[src/rtl/cai_pkg.sv]
`timescale 1ns / 1ps
// ----------------------------------------------------------------------------
// Checked integer ALU package
// Opcodes, status codes and the transaction payload types shared by the
// block and its channels.
// ----------------------------------------------------------------------------
package cai_pkg;

	// Widths of the channel fields, fixed by the interface definition.
	localparam int OP_W    = 5;
	localparam int FIELD_W = 64;
	localparam int STAT_W  = 2;

	// Operation codes.
	typedef enum logic [OP_W-1:0] {
		OP_ADD    = 5'd0,
		OP_SUB    = 5'd1,
		OP_MUL    = 5'd2,
		OP_DIV    = 5'd3,
		OP_REM    = 5'd4,
		OP_MOD    = 5'd5,
		OP_MAX    = 5'd6,
		OP_MIN    = 5'd7,
		OP_AND    = 5'd8,
		OP_OR     = 5'd9,
		OP_XOR    = 5'd10,
		OP_SHL    = 5'd11,
		OP_SHR    = 5'd12,
		OP_NOT    = 5'd13,
		OP_NEG    = 5'd14,
		OP_ABS    = 5'd15,
		OP_PRED   = 5'd16,
		OP_SUCC   = 5'd17,
		OP_SQUARE = 5'd18,
		OP_CUBE   = 5'd19,
		OP_EQ     = 5'd20,
		OP_NE     = 5'd21,
		OP_LT     = 5'd22,
		OP_GT     = 5'd23,
		OP_LE     = 5'd24,
		OP_GE     = 5'd25
	} op_t;

	// Result status codes.
	typedef enum logic [STAT_W-1:0] {
		ST_OK    = 2'd0,
		ST_OVF   = 2'd1,
		ST_DIV0  = 2'd2,
		ST_SHIFT = 2'd3
	} status_t;

	// Command transaction payload.
	typedef struct packed {
		logic [OP_W-1:0]           operation;
		logic signed [FIELD_W-1:0] operand_a;
		logic signed [FIELD_W-1:0] operand_b;
	} cmd_t;

	// Response transaction payload.
	typedef struct packed {
		logic signed [FIELD_W-1:0] result;
		logic [STAT_W-1:0]         status;
	} rsp_t;

endpackage

[src/rtl/cai_front.sv]
`timescale 1ns / 1ps
// ----------------------------------------------------------------------------
// Checked ALU front stage
// Decodes a transaction, computes the operations that need no cell chain and
// prepares magnitudes for the divide and multiply cell chains.
// ----------------------------------------------------------------------------
module cai_front #(
	parameter int W      = 64,
	parameter int SIDE_W = 3 * W + 9
) (
	input  logic                        clk,
	input  logic                        arst_n,
	input  logic                        in_valid,
	output logic                        in_ready,
	input  logic [cai_pkg::OP_W-1:0]    in_op,
	input  logic [W-1:0]                in_a,
	input  logic [W-1:0]                in_b,
	output logic                        out_valid,
	input  logic                        out_ready,
	output logic [SIDE_W-1:0]           side_o,
	output logic [W-1:0]                quo_o,
	output logic [W-1:0]                dvs_o,
	output logic [2*W-1:0]              mcand_o,
	output logic [W-1:0]                mplier_o
);

	localparam logic [W-1:0] MIN_V       = {1'b1, {(W-1){1'b0}}};
	localparam logic [W-1:0] MAX_V       = {1'b0, {(W-1){1'b1}}};
	localparam logic [W-1:0] SHIFT_LIMIT = W'(W);

	logic                         sa, sb;
	logic [W-1:0]                 am, bm;
	logic [W:0]                   sum, dif;
	logic                         a_min, a_max, lt, eq, shift_bad;
	logic [W-1:0]                 qr;
	logic [cai_pkg::STAT_W-1:0]   qs;
	logic                         valid_q;
	logic [SIDE_W-1:0]            side_q;
	logic [W-1:0]                 quo_q, dvs_q, mplier_q;
	logic [2*W-1:0]               mcand_q;

	// Signs, magnitudes and the shared add, subtract and compare.
	always_comb begin
		sa        = in_a[W-1];
		sb        = in_b[W-1];
		am        = sa ? (~in_a + 1'b1) : in_a;
		bm        = sb ? (~in_b + 1'b1) : in_b;
		sum       = {sa, in_a} + {sb, in_b};
		dif       = {sa, in_a} - {sb, in_b};
		a_min     = (in_a == MIN_V);
		a_max     = (in_a == MAX_V);
		lt        = ($signed(in_a) < $signed(in_b));
		eq        = (in_a == in_b);
		shift_bad = sb || (in_b >= SHIFT_LIMIT);
	end

	// Operations that need no cell chain; the chained ones are finished at the back end.
	always_comb begin
		qr = '0;
		qs = cai_pkg::ST_OK;
		case (in_op)
			cai_pkg::OP_ADD: begin
				if (sum[W] != sum[W-1]) qs = cai_pkg::ST_OVF;
				qr = sum[W-1:0];
			end
			cai_pkg::OP_SUB: begin
				if (dif[W] != dif[W-1]) qs = cai_pkg::ST_OVF;
				qr = dif[W-1:0];
			end
			cai_pkg::OP_MAX: qr = lt ? in_b : in_a;
			cai_pkg::OP_MIN: qr = lt ? in_a : in_b;
			cai_pkg::OP_AND: qr = in_a & in_b;
			cai_pkg::OP_OR:  qr = in_a | in_b;
			cai_pkg::OP_XOR: qr = in_a ^ in_b;
			cai_pkg::OP_SHL: begin
				if (shift_bad) qs = cai_pkg::ST_SHIFT;
				qr = in_a << in_b;
			end
			cai_pkg::OP_SHR: begin
				if (shift_bad) qs = cai_pkg::ST_SHIFT;
				qr = in_a >> in_b;
			end
			cai_pkg::OP_NOT: qr = ~in_a;
			cai_pkg::OP_NEG: begin
				if (a_min) qs = cai_pkg::ST_OVF;
				qr = ~in_a + 1'b1;
			end
			cai_pkg::OP_ABS: begin
				if (a_min) qs = cai_pkg::ST_OVF;
				qr = am;
			end
			cai_pkg::OP_PRED: begin
				if (a_min) qs = cai_pkg::ST_OVF;
				qr = in_a - 1'b1;
			end
			cai_pkg::OP_SUCC: begin
				if (a_max) qs = cai_pkg::ST_OVF;
				qr = in_a + 1'b1;
			end
			cai_pkg::OP_EQ: qr = W'(eq);
			cai_pkg::OP_NE: qr = W'(!eq);
			cai_pkg::OP_LT: qr = W'(lt);
			cai_pkg::OP_GT: qr = W'(!lt && !eq);
			cai_pkg::OP_LE: qr = W'(lt || eq);
			cai_pkg::OP_GE: qr = W'(!lt);
			default: begin
				qr = '0;
				qs = cai_pkg::ST_OK;
			end
		endcase
	end

	assign in_ready = !valid_q || out_ready;

	// Stage register.
	always_ff @(posedge clk or negedge arst_n) begin
		if (!arst_n) begin
			valid_q <= 1'b0;
		end else if (in_ready) begin
			valid_q <= in_valid;
		end
	end

	always_ff @(posedge clk) begin
		if (in_valid && in_ready) begin
			side_q   <= {in_op, qr, qs, sa, sb, am, bm};
			quo_q    <= am;
			dvs_q    <= bm;
			mcand_q  <= {{W{1'b0}}, am};
			mplier_q <= (in_op == cai_pkg::OP_MUL) ? bm : am;
		end
	end

	assign out_valid = valid_q;
	assign side_o    = side_q;
	assign quo_o     = quo_q;
	assign dvs_o     = dvs_q;
	assign mcand_o   = mcand_q;
	assign mplier_o  = mplier_q;

endmodule

[config.mk]
export PLATFORM = sky130hd
export DESIGN_NAME = cai_front
export DESIGN_NICKNAME = d
export VERILOG_FILES = /design/src/rtl/cai_pkg.sv /design/src/rtl/cai_front.sv
export SDC_FILE = /design/constraint.sdc
export NUM_CORES = 2
export LEC_CHECK = 0
export BUFFER_PORTS_ARGS = -buffer_cell sky130_fd_sc_hd__buf_2
export CAP_MARGIN = 10
export CORE_MARGIN = 2
export CORE_UTILIZATION = 45
export CTS_CLUSTER_SIZE = 25
export DETAILED_ROUTE_END_ITERATION = 7
export PLACE_DENSITY = 0.66
export SYNTH_ARGS = -nofsm -noshare
export SYNTH_HDL_FRONTEND = slang
export SYNTH_SLANG_ARGS = --single-unit
export TNS_END_PERCENT = 1
[constraint.sdc]
create_clock -name clk -period 22.5 [get_ports clk]
set_input_delay 1.125 -clock clk [delete_from_list [all_inputs] [get_ports clk]]
set_output_delay 1.125 -clock clk [all_outputs]
set_load 0.005 [all_outputs]
### Word level (Yosys, flattened, before mapping)

Cells that the tools add are included.

* flip-flop bits (word level): 394
* latch bits: 0
* RAM bits: 0
* ROM bits: 0
* input port bits: 137
* logic and storage cells: 68
* memories kept: 0

* add/subtract/negate cells: 6
* multipliers: 0
* divide/modulo/power cells: 0
* magnitude comparators: 2
* eq/ne operators: 25
* shift operators: 2
* mux-type cells: 12
* bitwise logic cells: 5
* reductions and logical operators: 11

Operators by type and width (count)
* $pmux W64 S20: 1
* $mux W64: 5
* $add A64 B1 Y64 const B: 3
* $not A64 Y64: 2
* $add A64 B64 Y65: 1
* $sub A64 B64 Y65: 1
* $and A64 B64 Y64: 1
* $eq A64 B63 Y1 const B: 1
* $eq A64 B64 Y1: 1
* $eq A64 B64 Y1 const B: 1
* $ge A64 B7 Y1 const B: 1
* $lt A64 B64 Y1: 1
* $or A64 B64 Y64: 1
* $shl A64 B64 Y64: 1
* $shr A64 B64 Y64: 1
* $sub A64 B1 Y64 const B: 1
* $xor A64 B64 Y64: 1
* $eq A5 B4 Y1 const B: 8
* $eq A5 B5 Y1 const B: 8
* $eq A5 B3 Y1 const B: 2
* $pmux W2 S5: 1
* $eq A5 B1 Y1 const B: 1
* $eq A5 B2 Y1 const B: 1
* $logic_not A5 Y1: 1
* other kinds (8): 17

### Logic depth before layout (Yosys ltp)

* depth in word-level cells: 4
* depth in mapped cells: 19
* mapped depth without buffers: 16

### Worst setup path before layout

Ideal clock, no wire load.

* path kind: input to register
* from: input port out_ready
* to: register mplier_q[0], in the netlist mplier_o[0] (enable)
* setup time: 0.661 ns
* arrival time: 7.315 ns
* slack: 14.525 ns
* stages: 2
* path through: nand2b_1 and2_1

* cells in the longest elaborated chain, start to end: 2

Ends and longest elaborated chain
* from (decl): line cai_front.sv:19 `input logic out_ready,`
* $logic_or A1 B1 Y1: line cai_front.sv:113 `assign in_ready = !valid_q || out_ready;`
* $logic_and A1 B1 Y1: line cai_front.sv:125 `if (in_valid && in_ready) begin`
* to (signal assigned): line cai_front.sv:130 `mplier_q <= (in_op == cai_pkg::OP_MUL) ? bm : am;`
* to (decl): line cai_front.sv:39 `logic [W-1:0] quo_q, dvs_q, mplier_q;`

Every way passes these cells.
A chain may end at the register's enable or synchronous reset.

### Final worst setup path

* from: input port in_op[1] (netlist bit)
* to: register side_q[182], in the netlist side_o[182] (data pin)

* cells in the longest elaborated chain, start to end: 2
* elaborated cells on any way between the ends: 21
* those cells by class: 19 x eq/ne; 1 x mux; 1 x reduce/logical

Ends and longest elaborated chain
* from (decl): line cai_front.sv:15 `input logic [cai_pkg::OP_W-1:0] in_op,`
* $eq A5 B5 Y1 (tied with other cells): line cai_front.sv:61 `case (in_op)`
* $pmux W64 S20 (*): line cai_front.sv:61
* net qr[50]: line cai_front.sv:35 `logic [W-1:0] qr;`
* to (signal assigned): line cai_front.sv:126 `side_q <= {in_op, qr, qs, sa, sb, am, bm};`
* to (decl): line cai_front.sv:38 `logic [SIDE_W-1:0] side_q;`

Mark *: on every way through the listed nets, which the timed path passes. The rest lies on a longest branch.

==> metrics.txt <==
outcome=finished with violations; failing checks=DRC, capacitance limit, slew limit; endpoint class of the critical path=flop; Max Cap Violations=1; Final Max Slew Viols=2; Yosys cell types=84; latest clock arrival within the worst-skew pair=roughly 0.64 ns; CTS Buf Count=31; Post-Synthesis Cells=~5300; final instance area=between 40000 and 50000 um^2; ys flop type=edfxtp_1; worst min-delay path class=in -> async; Max-Slew Margin vs Limit=-0.0895; Layout Utilization=0.490; Slew @ Worst Pin=around 1.6 ns; Worst path most repeated cell=a21oi_1; flops & latches, synth=266; routed wire length=between 200000 and 250000 um; via count=about 48000; crit-path max FO=49; Final GP Congestion=approximately 1.1; all-layer global routing usage=0.518; CTS Buffer Depth=3; synthesized area=roughly 40000 um^2; ys async rst share=0.00376; post-CTS sizing=0; clock sinks=266; core area=88100 um^2; Avg Vias per Cell=approximately 7.2; # DRC=2; area occupied by multi-input gates=between 20000 and 30000 um^2; Synth Area per Inst=around 7.5 um^2; first-pass GRT wire length=334000 um; worst reg2reg setup slack=between 15 and 20 ns; die area=90900 um^2; commonest cells after routing, fill and taps aside=nor2_1, buf_2, a21oi_1; Area Growth Syn to Fin=8.46%; largest net degree at the start of global routing=122; grt total ovfl=0; Seq/Total Area, Yosys=0.200; Synth area leader=edfxtp_1; CP cell instances=buf_2, nand2b_1, nor3_2, buf_12, nand2_2, buf_4, ha_1, nor2b_1, o31ai_1, a21oi_1, a221oi_1, o21ai_1, buf_4, a21oi_1, o21ai_0, xnor2_1, o221ai_1, a21oi_1, o211ai_1; Area contributors post-synth=edfxtp_1, ha_1, nor2_1; Peak VDD IR=0.0000640 V; critical path startpoint=in_op[1]; row count=approximately 110; number of global-route vias before repair=approximately 42000; layout cells sized above 1=0.174; crit-path leading delay family=compound AO/OA/AOI/OAI gates; maximum achievable frequency=146 MHz; Fillers=around 9000; die height=301 um; antenna violations before repair=36; Setup Skew=a little under 0.04 ns; RSZ-0062 raised after global routing=no; CP Buf/Inv Count=4; highest cell delay on the worst timing path=0.60 ns; most common cell after layout, fill and taps aside=nor2_1; critical path class=in -> reg; die width=301 um; startpoint types=primary input; Area after DPL=about 42000 um^2; cell leakage power=approximately 17 nW; routed len/inst=37.3 um; final hold slack=~0.24 ns; CP max stage cell=xnor2_1; TNS Setup=0 ns; Starting Density=0.452; H-tree levels=1; worst path required time=around 23 ns; Sequential Area=around 8000 um^2; share of the synthesized area in the top cell type=0.200; CTS Root Cell=clkbuf_16; Syn. warnings=0; 1st-pass router iterations=8; I/O pin total=between 600 and 700; post-route ant nets=0; final hold viol count=0; DR iter-0 viols=between 8000 and 9000; Post-CTS Setup Bufs=0; Reg clk slew, reported paths=about 0.060 ns; port bufs=approximately 600; crit share post-route=0.305; CTS tree=built; Post-synth EDFFs=approximately 270; Final setup viols=0; pwr dens=approximately 50 nW/um^2; total power=about 2.1 mW; DP Wirelength=around 190000 um; Crit Reg-Reg Startpoint=out_valid; fin nets=5844; CTS Hold Bufs=0; Final min period=6.86 ns; worst path arrival time=roughly 7.2 ns
-- report_power, final --
group / switching [mW] / total, mW / internal (mW)
combinational: 0.669 / 0.954 / 0.286
clock: 0.243 / 0.531 / 0.288
sequential: 0.0331 / 0.634 / 0.600
-- state kept, by name (all words and copies together) (netlist names) --
register	count
mplier_o	64
out_valid	1
side_o	201
-- synth_stat cells, types with 17 or more instances --
cell type  count
nor2_1       639
a21oi_1      452
nand2_1      412
clkbuf_1     352
o21ai_0      314
edfxtp_1     265
ha_1         264
buf_4        256
inv_1        208
xnor2_1      178
mux2i_1      172
nor3_1       141
nand3_1      115
a211oi_1      84
o22ai_1       83
nand4_1       81
nor4_1        68
o31ai_1       66
a21o_1        64
o211ai_1      57
a31oi_1       56
buf_1         55
mux4_2        55
o21bai_1      55
o221ai_1      54
a22oi_1       50
a221oi_1      48
mux2_2        46
nand2b_1      44
or3_1         41
a311oi_1      39
a221o_1       34
and3_1        32
and2_1        30
or4_1         29
a2111oi_0     28
nor2b_1       28
o21a_1        24
xor2_1        23
or2_2         20
a22o_1        17
o41ai_1       17
-- metal layers --
| metal | routed length [um] | GRT usage | share of wire | up-vias |
|---|---|---|---|---|
| li1 | - | - | - | 19600 |
| met1 | 92700 | 0.672 | 0.37 | 23000 |
| met2 | 93900 | 0.691 | 0.38 | 4434 |
| met3 | 44500 | 0.271 | 0.18 | 847 |
| met4 | 16200 | 0.262 | 0.065 | 20 |
| met5 | 261 | 0.00688 | 0.0011 | - |
-- cell type report --
cell class                      count  area share
Tap cell                         1165      0.0338
Clock inverter                     18     0.00472
Sequential cell                   266       0.185
Inverter                          220      0.0191
Clock buffer                       35      0.0183
Antenna cell                       16    0.000927
Timing Repair Buffer              729      0.0933
Multi-Input combinational cell   4192       0.645
-- final timing paths --
path                                endpoint  cells after the start
worst max-delay path             side_o[182]                     19
worst min-delay path               out_valid                      1
worst max register to register  mplier_o[27]                      4
worst min register to register     out_valid                      2
max in group asynchronous          out_valid                      1
min in group clk                   out_valid                      2
-- cells by family after synthesis --
| group | synth area share |
|---|---|
| other | 0.0000942 |
| buffers and inverters | 0.109 |
| XOR/XNOR | 0.0442 |
| AO/OA/AOI/OAI | 0.276 |
| flip-flops | 0.200 |
| multiplexers | 0.0874 |
| AND/OR/NAND/NOR | 0.198 |
| adder cells (fa/ha/maj) | 0.0845 |
-- metrics by stage --
stage | cells | worst slack, ns
after floorplan | 5352 | 14.52
after global placement | 6569 | 15.38
after detailed placement | 6570 | 15.23
after CTS | 6623 | 15.88
after global routing | 6633 | 15.54
final | 6641 | 15.64
Note: power is estimated with default switching activity, not from simulation.
