## config.mk

```make
export PLATFORM = sky130hd
export DESIGN_NAME = cai_back
export DESIGN_NICKNAME = d
export VERILOG_FILES = /design/src/rtl/cai_pkg.sv /design/src/rtl/cai_back.sv
export SDC_FILE = /design/constraint.sdc
export NUM_CORES = 1
export LEC_CHECK = 0
export BUFFER_PORTS_ARGS = -buffer_cell sky130_fd_sc_hd__buf_2
export CORE_AREA = 2 2 209 211
export DETAILED_ROUTE_END_ITERATION = 10
export DIE_AREA = 0 0 211 213
export PLACE_DENSITY = 0.6
export RECOVER_POWER = 25
export SETUP_SLACK_MARGIN = 0.5
export SYNTH_ARGS = -nofsm -noshare
export SYNTH_HDL_FRONTEND = slang
export SYNTH_SLANG_ARGS = --single-unit
```

## constraint.sdc

```tcl
create_clock -name clk -period 2.6 [get_ports clk]
set_clock_uncertainty 0.15 [all_clocks]
set_input_delay 0.26 -clock clk [delete_from_list [all_inputs] [get_ports clk]]
set_output_delay 0.26 -clock clk [all_outputs]
set_load 0.03 [all_outputs]
```

## src/rtl/cai_pkg.sv

```systemverilog
`timescale 1ns / 1ps
// ----------------------------------------------------------------------------
// Checked integer ALU package
// Opcodes, status codes and the transaction payload types shared by the
// block and its channels.
// ----------------------------------------------------------------------------
package cai_pkg;

	// Widths of the channel fields, fixed by the interface definition.
	localparam int OP_W    = 5;
	localparam int FIELD_W = 64;
	localparam int STAT_W  = 2;

	// Operation codes.
	typedef enum logic [OP_W-1:0] {
		OP_ADD    = 5'd0,
		OP_SUB    = 5'd1,
		OP_MUL    = 5'd2,
		OP_DIV    = 5'd3,
		OP_REM    = 5'd4,
		OP_MOD    = 5'd5,
		OP_MAX    = 5'd6,
		OP_MIN    = 5'd7,
		OP_AND    = 5'd8,
		OP_OR     = 5'd9,
		OP_XOR    = 5'd10,
		OP_SHL    = 5'd11,
		OP_SHR    = 5'd12,
		OP_NOT    = 5'd13,
		OP_NEG    = 5'd14,
		OP_ABS    = 5'd15,
		OP_PRED   = 5'd16,
		OP_SUCC   = 5'd17,
		OP_SQUARE = 5'd18,
		OP_CUBE   = 5'd19,
		OP_EQ     = 5'd20,
		OP_NE     = 5'd21,
		OP_LT     = 5'd22,
		OP_GT     = 5'd23,
		OP_LE     = 5'd24,
		OP_GE     = 5'd25
	} op_t;

	// Result status codes.
	typedef enum logic [STAT_W-1:0] {
		ST_OK    = 2'd0,
		ST_OVF   = 2'd1,
		ST_DIV0  = 2'd2,
		ST_SHIFT = 2'd3
	} status_t;

	// Command transaction payload.
	typedef struct packed {
		logic [OP_W-1:0]           operation;
		logic signed [FIELD_W-1:0] operand_a;
		logic signed [FIELD_W-1:0] operand_b;
	} cmd_t;

	// Response transaction payload.
	typedef struct packed {
		logic signed [FIELD_W-1:0] result;
		logic [STAT_W-1:0]         status;
	} rsp_t;

endpackage

```

## src/rtl/cai_back.sv

```systemverilog
`timescale 1ns / 1ps
// ----------------------------------------------------------------------------
// Checked ALU back end
// Applies signs to the chain results, checks product and divide errors,
// selects the result and holds it in the output register.
// ----------------------------------------------------------------------------
module cai_back #(
	parameter int W      = 64,
	parameter int SIDE_W = 3 * W + 9
) (
	input  logic                                clk,
	input  logic                                arst_n,
	input  logic                                in_valid,
	output logic                                in_ready,
	input  logic [SIDE_W-1:0]                   side_i,
	input  logic [W-1:0]                        quo_i,
	input  logic [W-1:0]                        rem_i,
	input  logic                                ovf1_i,
	input  logic [2*W-1:0]                      acc_i,
	output logic                                out_valid,
	input  logic                                out_ready,
	output logic signed [cai_pkg::FIELD_W-1:0]  result,
	output logic [cai_pkg::STAT_W-1:0]          status
);

	localparam logic [2*W-1:0] HALF_P = {{W{1'b0}}, 1'b1, {(W-1){1'b0}}};
	localparam logic [W-1:0]   HALF_W = {1'b1, {(W-1){1'b0}}};
	localparam logic [W-1:0]   ONE_W  = {{(W-1){1'b0}}, 1'b1};

	logic [cai_pkg::OP_W-1:0]    op;
	logic [W-1:0]                qr, am, bm;
	logic [cai_pkg::STAT_W-1:0]  qs;
	logic                        sa, sb;
	logic                        p_neg, p_ovf, b_zero, d_ovf;
	logic [W-1:0]                p_val, q_val, r_val, m_val;
	logic signed [W-1:0]         res;
	logic [cai_pkg::STAT_W-1:0]  st;
	logic                        valid_q;
	logic signed [cai_pkg::FIELD_W-1:0] result_q;
	logic [cai_pkg::STAT_W-1:0]  status_q;

	// Unpack the carried fields.
	always_comb begin
		op = side_i[3*W+8:3*W+4];
		qr = side_i[3*W+3:2*W+4];
		qs = side_i[2*W+3:2*W+2];
		sa = side_i[2*W+1];
		sb = side_i[2*W];
		am = side_i[2*W-1:W];
		bm = side_i[W-1:0];
	end

	// Signed product and quotient forms, with their error checks.
	always_comb begin
		p_neg = 1'b0;
		if (op == cai_pkg::OP_MUL) p_neg = sa ^ sb;
		if (op == cai_pkg::OP_CUBE) p_neg = sa;
		p_ovf = p_neg ? (acc_i > HALF_P) : (acc_i >= HALF_P);
		if (op == cai_pkg::OP_CUBE && ovf1_i) p_ovf = 1'b1;
		p_val  = p_neg ? (~acc_i[W-1:0] + 1'b1) : acc_i[W-1:0];
		b_zero = (bm == '0);
		d_ovf  = sa && (am == HALF_W) && sb && (bm == ONE_W);
		q_val  = (sa ^ sb) ? (~quo_i + 1'b1) : quo_i;
		r_val  = sa ? (~rem_i + 1'b1) : rem_i;
		m_val  = (sa && (rem_i != '0)) ? (bm - rem_i) : rem_i;
	end

	// Result selection; any error forces a zero result.
	always_comb begin
		res = qr;
		st  = qs;
		case (op)
			cai_pkg::OP_MUL, cai_pkg::OP_SQUARE, cai_pkg::OP_CUBE: begin
				res = p_val;
				st  = p_ovf ? cai_pkg::ST_OVF : cai_pkg::ST_OK;
			end
			cai_pkg::OP_DIV: begin
				res = q_val;
				if (b_zero) st = cai_pkg::ST_DIV0;
				else if (d_ovf) st = cai_pkg::ST_OVF;
				else st = cai_pkg::ST_OK;
			end
			cai_pkg::OP_REM: begin
				res = r_val;
				st  = b_zero ? cai_pkg::ST_DIV0 : cai_pkg::ST_OK;
			end
			cai_pkg::OP_MOD: begin
				res = m_val;
				st  = b_zero ? cai_pkg::ST_DIV0 : cai_pkg::ST_OK;
			end
			default: begin
				res = qr;
				st  = qs;
			end
		endcase
		if (st != cai_pkg::ST_OK) res = '0;
	end

	assign in_ready = !valid_q || out_ready;

	// Output register.
	always_ff @(posedge clk or negedge arst_n) begin
		if (!arst_n) begin
			valid_q <= 1'b0;
		end else if (in_ready) begin
			valid_q <= in_valid;
		end
	end

	always_ff @(posedge clk) begin
		if (in_valid && in_ready) begin
			result_q <= cai_pkg::FIELD_W'(res);
			status_q <= st;
		end
	end

	assign out_valid = valid_q;
	assign result    = result_q;
	assign status    = status_q;

endmodule

```

# Word-level counts from Yosys, hierarchy flattened
# Cells that the tools add are included.
totals:
  output_inout_bits: 68
  romBits: 0
  inputBits: 462
  mem_count: 0
  latchBits: 0
  ram_bits: 0
  reg_bits: 67
op_classes:
  bitwise_logic: 4
  muxes: 14
  mul: 0
  order_cmp: 2
  n_div: 0
  n_eq_ne: 8
  n_reduce_logical: 13
  add_sub_neg: 4
  shift: 0
ops:
  columns: ["operator", "count"]
  rows:
  - ["64-bit two-way mux", 4]
  - ["64-bit case mux with 4 select lines", 1]
  - ["64-bit by 1-bit adder with 64-bit output (second input constant)", 3]
  - ["64-bit NOT", 3]
  - ["128-bit by 64-bit >= comparator with 1-bit output (second input constant)", 1]
  - ["128-bit by 64-bit > comparator with 1-bit output (second input constant)", 1]
  - ["64-bit by 1-bit equality test with 1-bit output (second input constant)", 1]
  - ["64-bit equality test (second input constant)", 1]
  - ["64-bit logical NOT", 1]
  - ["64-bit nonzero test", 1]
  - ["64-bit subtractor", 1]
  - ["5-bit by 2-bit equality test with 1-bit output (second input constant)", 2]
  - ["5-bit by 3-bit equality test with 1-bit output (second input constant)", 2]
  - ["5-bit equality test (second input constant)", 2]
  - ["1-bit logical AND", 6]
  - ["1-bit two-way mux", 6]
  - ["2-bit case mux with 3 select lines", 1]
  - ["2-bit two-way mux", 2]
  - ["3-bit OR reduction", 1]
  - ["2-bit nonzero test", 1]
  - ["2-bit OR reduction", 1]
  - ["1-bit logical NOT", 1]
  - ["1-bit logical OR", 1]
  - ["1-bit bitwise XOR", 1]

# Logic depth before layout (Yosys ltp)
logic_depth:
  ltp_word: 8
  mapped_depth: 15
  depth_no_buf: 14

# Worst setup path before layout
# Ideal clock, no wire load.
synth_path:
  path_kind: "input port to flip-flop"
  start: "input port acc_i[32]"
  end: "register result_q, in the netlist result[58], data pin"
  cell_stages: 11
  n_path_buf: 0
  slack_ps: -899
  required_time_ps: 2191
  t_arrival_ps: 3090
  cell_sequence: "or4_4 or4b_4 or4_4 nor2_8 nand2_1 o31ai_1 xor2_1 o21ai_0 a221oi_2 nor2_1 a211o_1"
synth_via:
  elab_chain_cells: 6
synth_lines:
  columns: ["element", "line_no", "source"]
  rows:
  - ["start, declared", "cai_back.sv:19", "input logic [2*W-1:0] acc_i,"]
  - ["128-bit by 64-bit >= comparator with 1-bit output / 128-bit by 64-bit > comparator with 1-bit output (equally long branches)", "cai_back.sv:58", "p_ovf = p_neg ? (acc_i > HALF_P) : (acc_i >= HALF_P);"]
  - ["1-bit two-way mux", "cai_back.sv:58", null]
  - ["1-bit two-way mux", "cai_back.sv:59", "if (op == cai_pkg::OP_CUBE && ovf1_i) p_ovf = 1'b1;"]
  - ["1-bit two-way mux", "cai_back.sv:75", "st = p_ovf ? cai_pkg::ST_OVF : cai_pkg::ST_OK;"]
  - ["2-bit case mux with 3 select lines", "cai_back.sv:72", "case (op)"]
  - ["2-bit nonzero test", "cai_back.sv:96", "if (st != cai_pkg::ST_OK) res = '0;"]
  - ["end signal, assigned", "cai_back.sv:112", "result_q <= cai_pkg::FIELD_W'(res);"]
  - ["end, declared", "cai_back.sv:39", "logic signed [cai_pkg::FIELD_W-1:0] result_q;"]
# Parallel ways exist; a longest one is shown, timed or not.
# A chain may end at the register's enable or synchronous reset.

# Worst setup path in the final report
layout_path:
  start: "input port acc_i[32]"
  end: "register result_q, in the netlist result[63], data pin"
# The elaborated chain is that of the path after synthesis.

==> metrics.log <==
INFO  metric detail-route-antenna-nets = 0
INFO  metric detailedRoute.firstIterationViolations = 2106
INFO  metric via_count_of_the_first_global_routing_pass = 19170
INFO  metric dp_hpwl = 70070 um
INFO  metric groute.layer.met3.usage = 0.08222
INFO  metric worst_pin_slew = 0.7011 ns
INFO  metric final.setup.worst_slack = -0.7999 ns
INFO  metric post_synth_main_area_contributors = sky130_fd_sc_hd__edfxtp_1 (15%), sky130_fd_sc_hd__xnor2_1 (8.3%), sky130_fd_sc_hd__a21oi_1 (6.8%), sky130_fd_sc_hd__ha_1 (6.5%), sky130_fd_sc_hd__o21ai_0 (6.1%)
INFO  metric synth_fp_nets = 2388
INFO  metric postSynthAreaPerCell = 6.967 um2
INFO  metric cts.sinks = 67
INFO  metric initial_core_util = 0.3032
INFO  metric totalPowerFinal = 0.006908 W
INFO  metric setup_repair_after_global_routing_missed_its_margin = true
INFO  metric hp-class = in -> async
INFO  metric synthesis.yosys.warnings = 0
INFO  metric cts-root-buf = sky130_fd_sc_hd__clkbuf_16
INFO  metric synth.yosys.seq_area_share = 0.1550
INFO  metric cp.arrival = between 3 and 4 ns
INFO  metric globalplace.congestion = 0.9792
INFO  metric layout.area.seq = 0.002007 mm2
INFO  metric largest_net_degree_at_the_start_of_global_routing = 45
INFO  metric synth_flop_cell = sky130_fd_sc_hd__edfxtp_1
INFO  metric cell_with_the_most_instances_after_synthesis = sky130_fd_sc_hd__nor2_1
INFO  metric vias = 20450
INFO  metric final.period_utilization = 1.308
INFO  metric leakage = 10.77 nW
INFO  metric setup-violations-final = 64
INFO  metric cp-start-kind = input pin
INFO  metric first_pass_grt_wire_length = 121000 um
INFO  metric cts_buffers = 9
INFO  metric violations = setup timing
INFO  metric fp.dieArea = between 0.04 and 0.05 mm2
INFO  metric timing_hold_violations_final = 0
INFO  metric gr-usage-all-layers = 0.3611
INFO  metric post_synth_inst_count = 1858
INFO  metric synth_top_area_cell = sky130_fd_sc_hd__edfxtp_1
INFO  metric setup.worst_path.end_class = flip-flop
INFO  metric detailedRoute.firstPassIterationCount = 7
INFO  metric status = finished with violations
INFO  metric cp_cell_sequence = buf_6 > or4_4 > or4b_4 > or4_4 > nor2_4 > buf_6 > a21oi_2 > xor2_1 > a222oi_1 > buf_4 > a31o_4 > o211ai_2
INFO  metric use_met1 = 0.5056
INFO  metric relative_area_change_from_synthesis_to_final_layout = 82.86%
INFO  metric final_period_minus_worst_setup_slack = 3.400 ns
INFO  metric setup.worst_path.class = in -> reg
INFO  metric layout.core_utilization = 0.5544
INFO  metric top_level_ports = 530
INFO  metric met2_usage = 0.5472
INFO  metric grt.overflow.total = 0
INFO  metric path_clk_slew = ~0.06 ns
INFO  metric postLayoutCellArea = 0.02367 mm2
INFO  metric drc_errors = 0
INFO  metric critical_path_data_required_time = 2.55 ns
INFO  metric power_density = 291.8 mW/mm2
INFO  metric detail_route.vias_per_cell = 5.678
INFO  metric chipHeight = 213 um
INFO  metric crit_path_top_delay_cell = sky130_fd_sc_hd__or4_4
INFO  metric antenna_found_initial = 9
INFO  metric post-synth-top-area-fraction = 0.1531
INFO  metric clockBufferDepth = 2
INFO  metric routed_wirelength = 85050 um
INFO  metric vdd_ir_drop_max = 310.1 uV
INFO  metric fmax = 294.1 MHz
INFO  metric design.core.area = 0.04270 mm2
INFO  metric max_cap_violations = 0
INFO  metric post_synth_instance_area = 0.01294 mm2
INFO  metric detail_routed_net_length_per_standard_cell = 23.62 um
INFO  metric synth_seq_cells = between 60 and 70
INFO  metric fill_cell_total_of_the_finished_layout = 4129
INFO  metric timing_max_transition_violations_final = 0
INFO  metric critPathMaxFanout = 4
INFO  metric tritoncts = built
INFO  metric ys_top_cells_by_count = sky130_fd_sc_hd__nor2_1 (188), sky130_fd_sc_hd__a21oi_1 (175), sky130_fd_sc_hd__o21ai_0 (158)
INFO  metric synthArstFlopShare = 0.01493
INFO  metric critical-path-max-stage-delay = 0.56 ns
INFO  metric io_buffer_count = ~530
INFO  metric gr-max-usage-layer = met2
INFO  metric multi_input_comb_area = 0.01155 mm2
INFO  metric clock_insertion_delay_worst_skew = 0.36 ns
INFO  metric cts-htree-levels = 3
INFO  metric std_cell_rows = 76
INFO  metric drive_above_1_share = 0.4898
INFO  metric yosysUniqueCellTypes = 81
INFO  metric net_count_final = 3577
INFO  metric detailed_place.area = 0.02151 mm2
INFO  metric fp.dieW = between 200 and 250 um
INFO  metric synth_enable_flop_cells = 66
INFO  metric maxSlewHeadroom = 0.5326
worst paths after layout:
check,end,slack (ns),from,depth (start not counted)
max,result[63],-0.80,acc_i[32],12
min,out_valid,0.08,arst_n,2
max reg2reg,result[47],0.79,out_valid,3
min reg2reg,out_valid,0.44,out_valid,2
max in group asynchronous,out_valid,2.08,arst_n,2
min in group clk,out_valid,0.08,out_ready,3
layout make-up:
| cell class | count | area share |
|---|---|---|
| Antenna cell | 3 | 0.0003171 |
| Clock buffer | 13 | 0.01057 |
| Clock inverter | 3 | 0.001691 |
| Inverter | 98 | 0.01596 |
| Multi-Input combinational cell | 1588 | 0.4879 |
| Sequential cell | 67 | 0.08478 |
| Tap cell | 546 | 0.02886 |
| Timing Repair Buffer | 1283 | 0.3699 |
stage by stage:
stage | TNS (ns) | hold slack [ns] | setup slack (ns) | std cells
6_report | -39.73 | 0.08153 | -0.7999 | 3601
5_1_grt | -45.29 | 0.09245 | -0.8403 | 3600
4_1_cts | -36.88 | 0.06331 | -0.7275 | 3587
3_5_place_dp | -67.59 | -0.09938 | -1.258 | 3537
3_3_place_gp | -65.81 | -0.1042 | -1.286 | 3537
2_1_floorplan | -45.61 | -0.1856 | -0.8379 | 1858
registers in the layout, indices dropped and copies added (netlist names):
signal	flops
result	64
out_valid	1
status	2
repair_timing:
item                       CTS  global route
setup endpoints to repair   65            66
cloned                       8             0
pin swaps                   82            51
buffers inserted            24            11
hold buffers                 2             0
gates resized for setup    198           106
hold endpoints to repair     2             0
cells by family after synthesis:
| family | after synthesis | synth area share |
|---|---|---|
| AOI/OAI and AO/OA | 642 | 0.3166 |
| and+or+nand+nor | 664 | 0.2564 |
| adders and majority gates | 68 | 0.06631 |
| buffers and inverters | 204 | 0.06070 |
| DFF | 67 | 0.1550 |
| muxes | 6 | 0.004833 |
| xor gates and xnor gates | 207 | 0.1401 |
per-layer routing:
| metal | vias up | part of all wire |
|---|---|---|
| li1 | 9386 | - |
| met1 | 9731 | 0.43 |
| met2 | 1165 | 0.43 |
| met3 | 153 | 0.11 |
| met4 | 12 | 0.034 |
| met5 | - | 0.00093 |
worst max-delay path, delay by kind of cell:
family	cells	cell delay (ns)
XOR/XNOR	1	0.15
AO/OA/AOI/OAI	4	0.75
buffers and inverters	3	0.43
AND/OR/NAND/NOR	4	1.75
power breakdown:
part / switching [W] / internal [W]
Combinational: 0.00227 / 0.00198
Clock: 0.000561 / 0.000769
Sequential: 0.0000551 / 0.00128
placed cells by master, fill, tap and decap left out, types with 11 or more instances in the layout:
cell | synthesis | final
sky130_fd_sc_hd__nor3_1 | 66 | 50
sky130_fd_sc_hd__nor2_1 | 188 | 166
sky130_fd_sc_hd__buf_4 | 0 | 715
sky130_fd_sc_hd__xor2_1 | 84 | 81
sky130_fd_sc_hd__nor3_2 | 1 | 13
sky130_fd_sc_hd__nand3_1 | 38 | 36
sky130_fd_sc_hd__o22ai_1 | 26 | 22
sky130_fd_sc_hd__nand2b_1 | 14 | 14
sky130_fd_sc_hd__a221oi_1 | 34 | 22
sky130_fd_sc_hd__buf_2 | 4 | 484
sky130_fd_sc_hd__a21oi_1 | 175 | 141
sky130_fd_sc_hd__o211ai_1 | 12 | 12
sky130_fd_sc_hd__nor2_4 | 0 | 16
sky130_fd_sc_hd__nor4_1 | 64 | 55
sky130_fd_sc_hd__o31ai_1 | 27 | 23
sky130_fd_sc_hd__o21ai_1 | 2 | 19
sky130_fd_sc_hd__o21ai_0 | 158 | 128
sky130_fd_sc_hd__a222oi_1 | 14 | 14
sky130_fd_sc_hd__o21bai_1 | 17 | 15
sky130_fd_sc_hd__edfxtp_1 | 66 | 66
sky130_fd_sc_hd__or4_1 | 15 | 11
sky130_fd_sc_hd__a21o_1 | 50 | 49
sky130_fd_sc_hd__nand2_1 | 143 | 140
sky130_fd_sc_hd__a221oi_2 | 1 | 13
sky130_fd_sc_hd__ha_4 | 0 | 13
sky130_fd_sc_hd__nand4_1 | 46 | 46
sky130_fd_sc_hd__buf_12 | 0 | 17
sky130_fd_sc_hd__buf_6 | 2 | 23
sky130_fd_sc_hd__or3_1 | 29 | 26
sky130_fd_sc_hd__inv_1 | 98 | 90
sky130_fd_sc_hd__ha_1 | 67 | 52
sky130_fd_sc_hd__a21oi_2 | 1 | 28
sky130_fd_sc_hd__xnor2_1 | 123 | 117
sky130_fd_sc_hd__clkbuf_1 | 98 | 36
sky130_fd_sc_hd__o21ai_2 | 1 | 14
sky130_fd_sc_hd__a31oi_1 | 31 | 22
(Power assumes the default switching activity.)
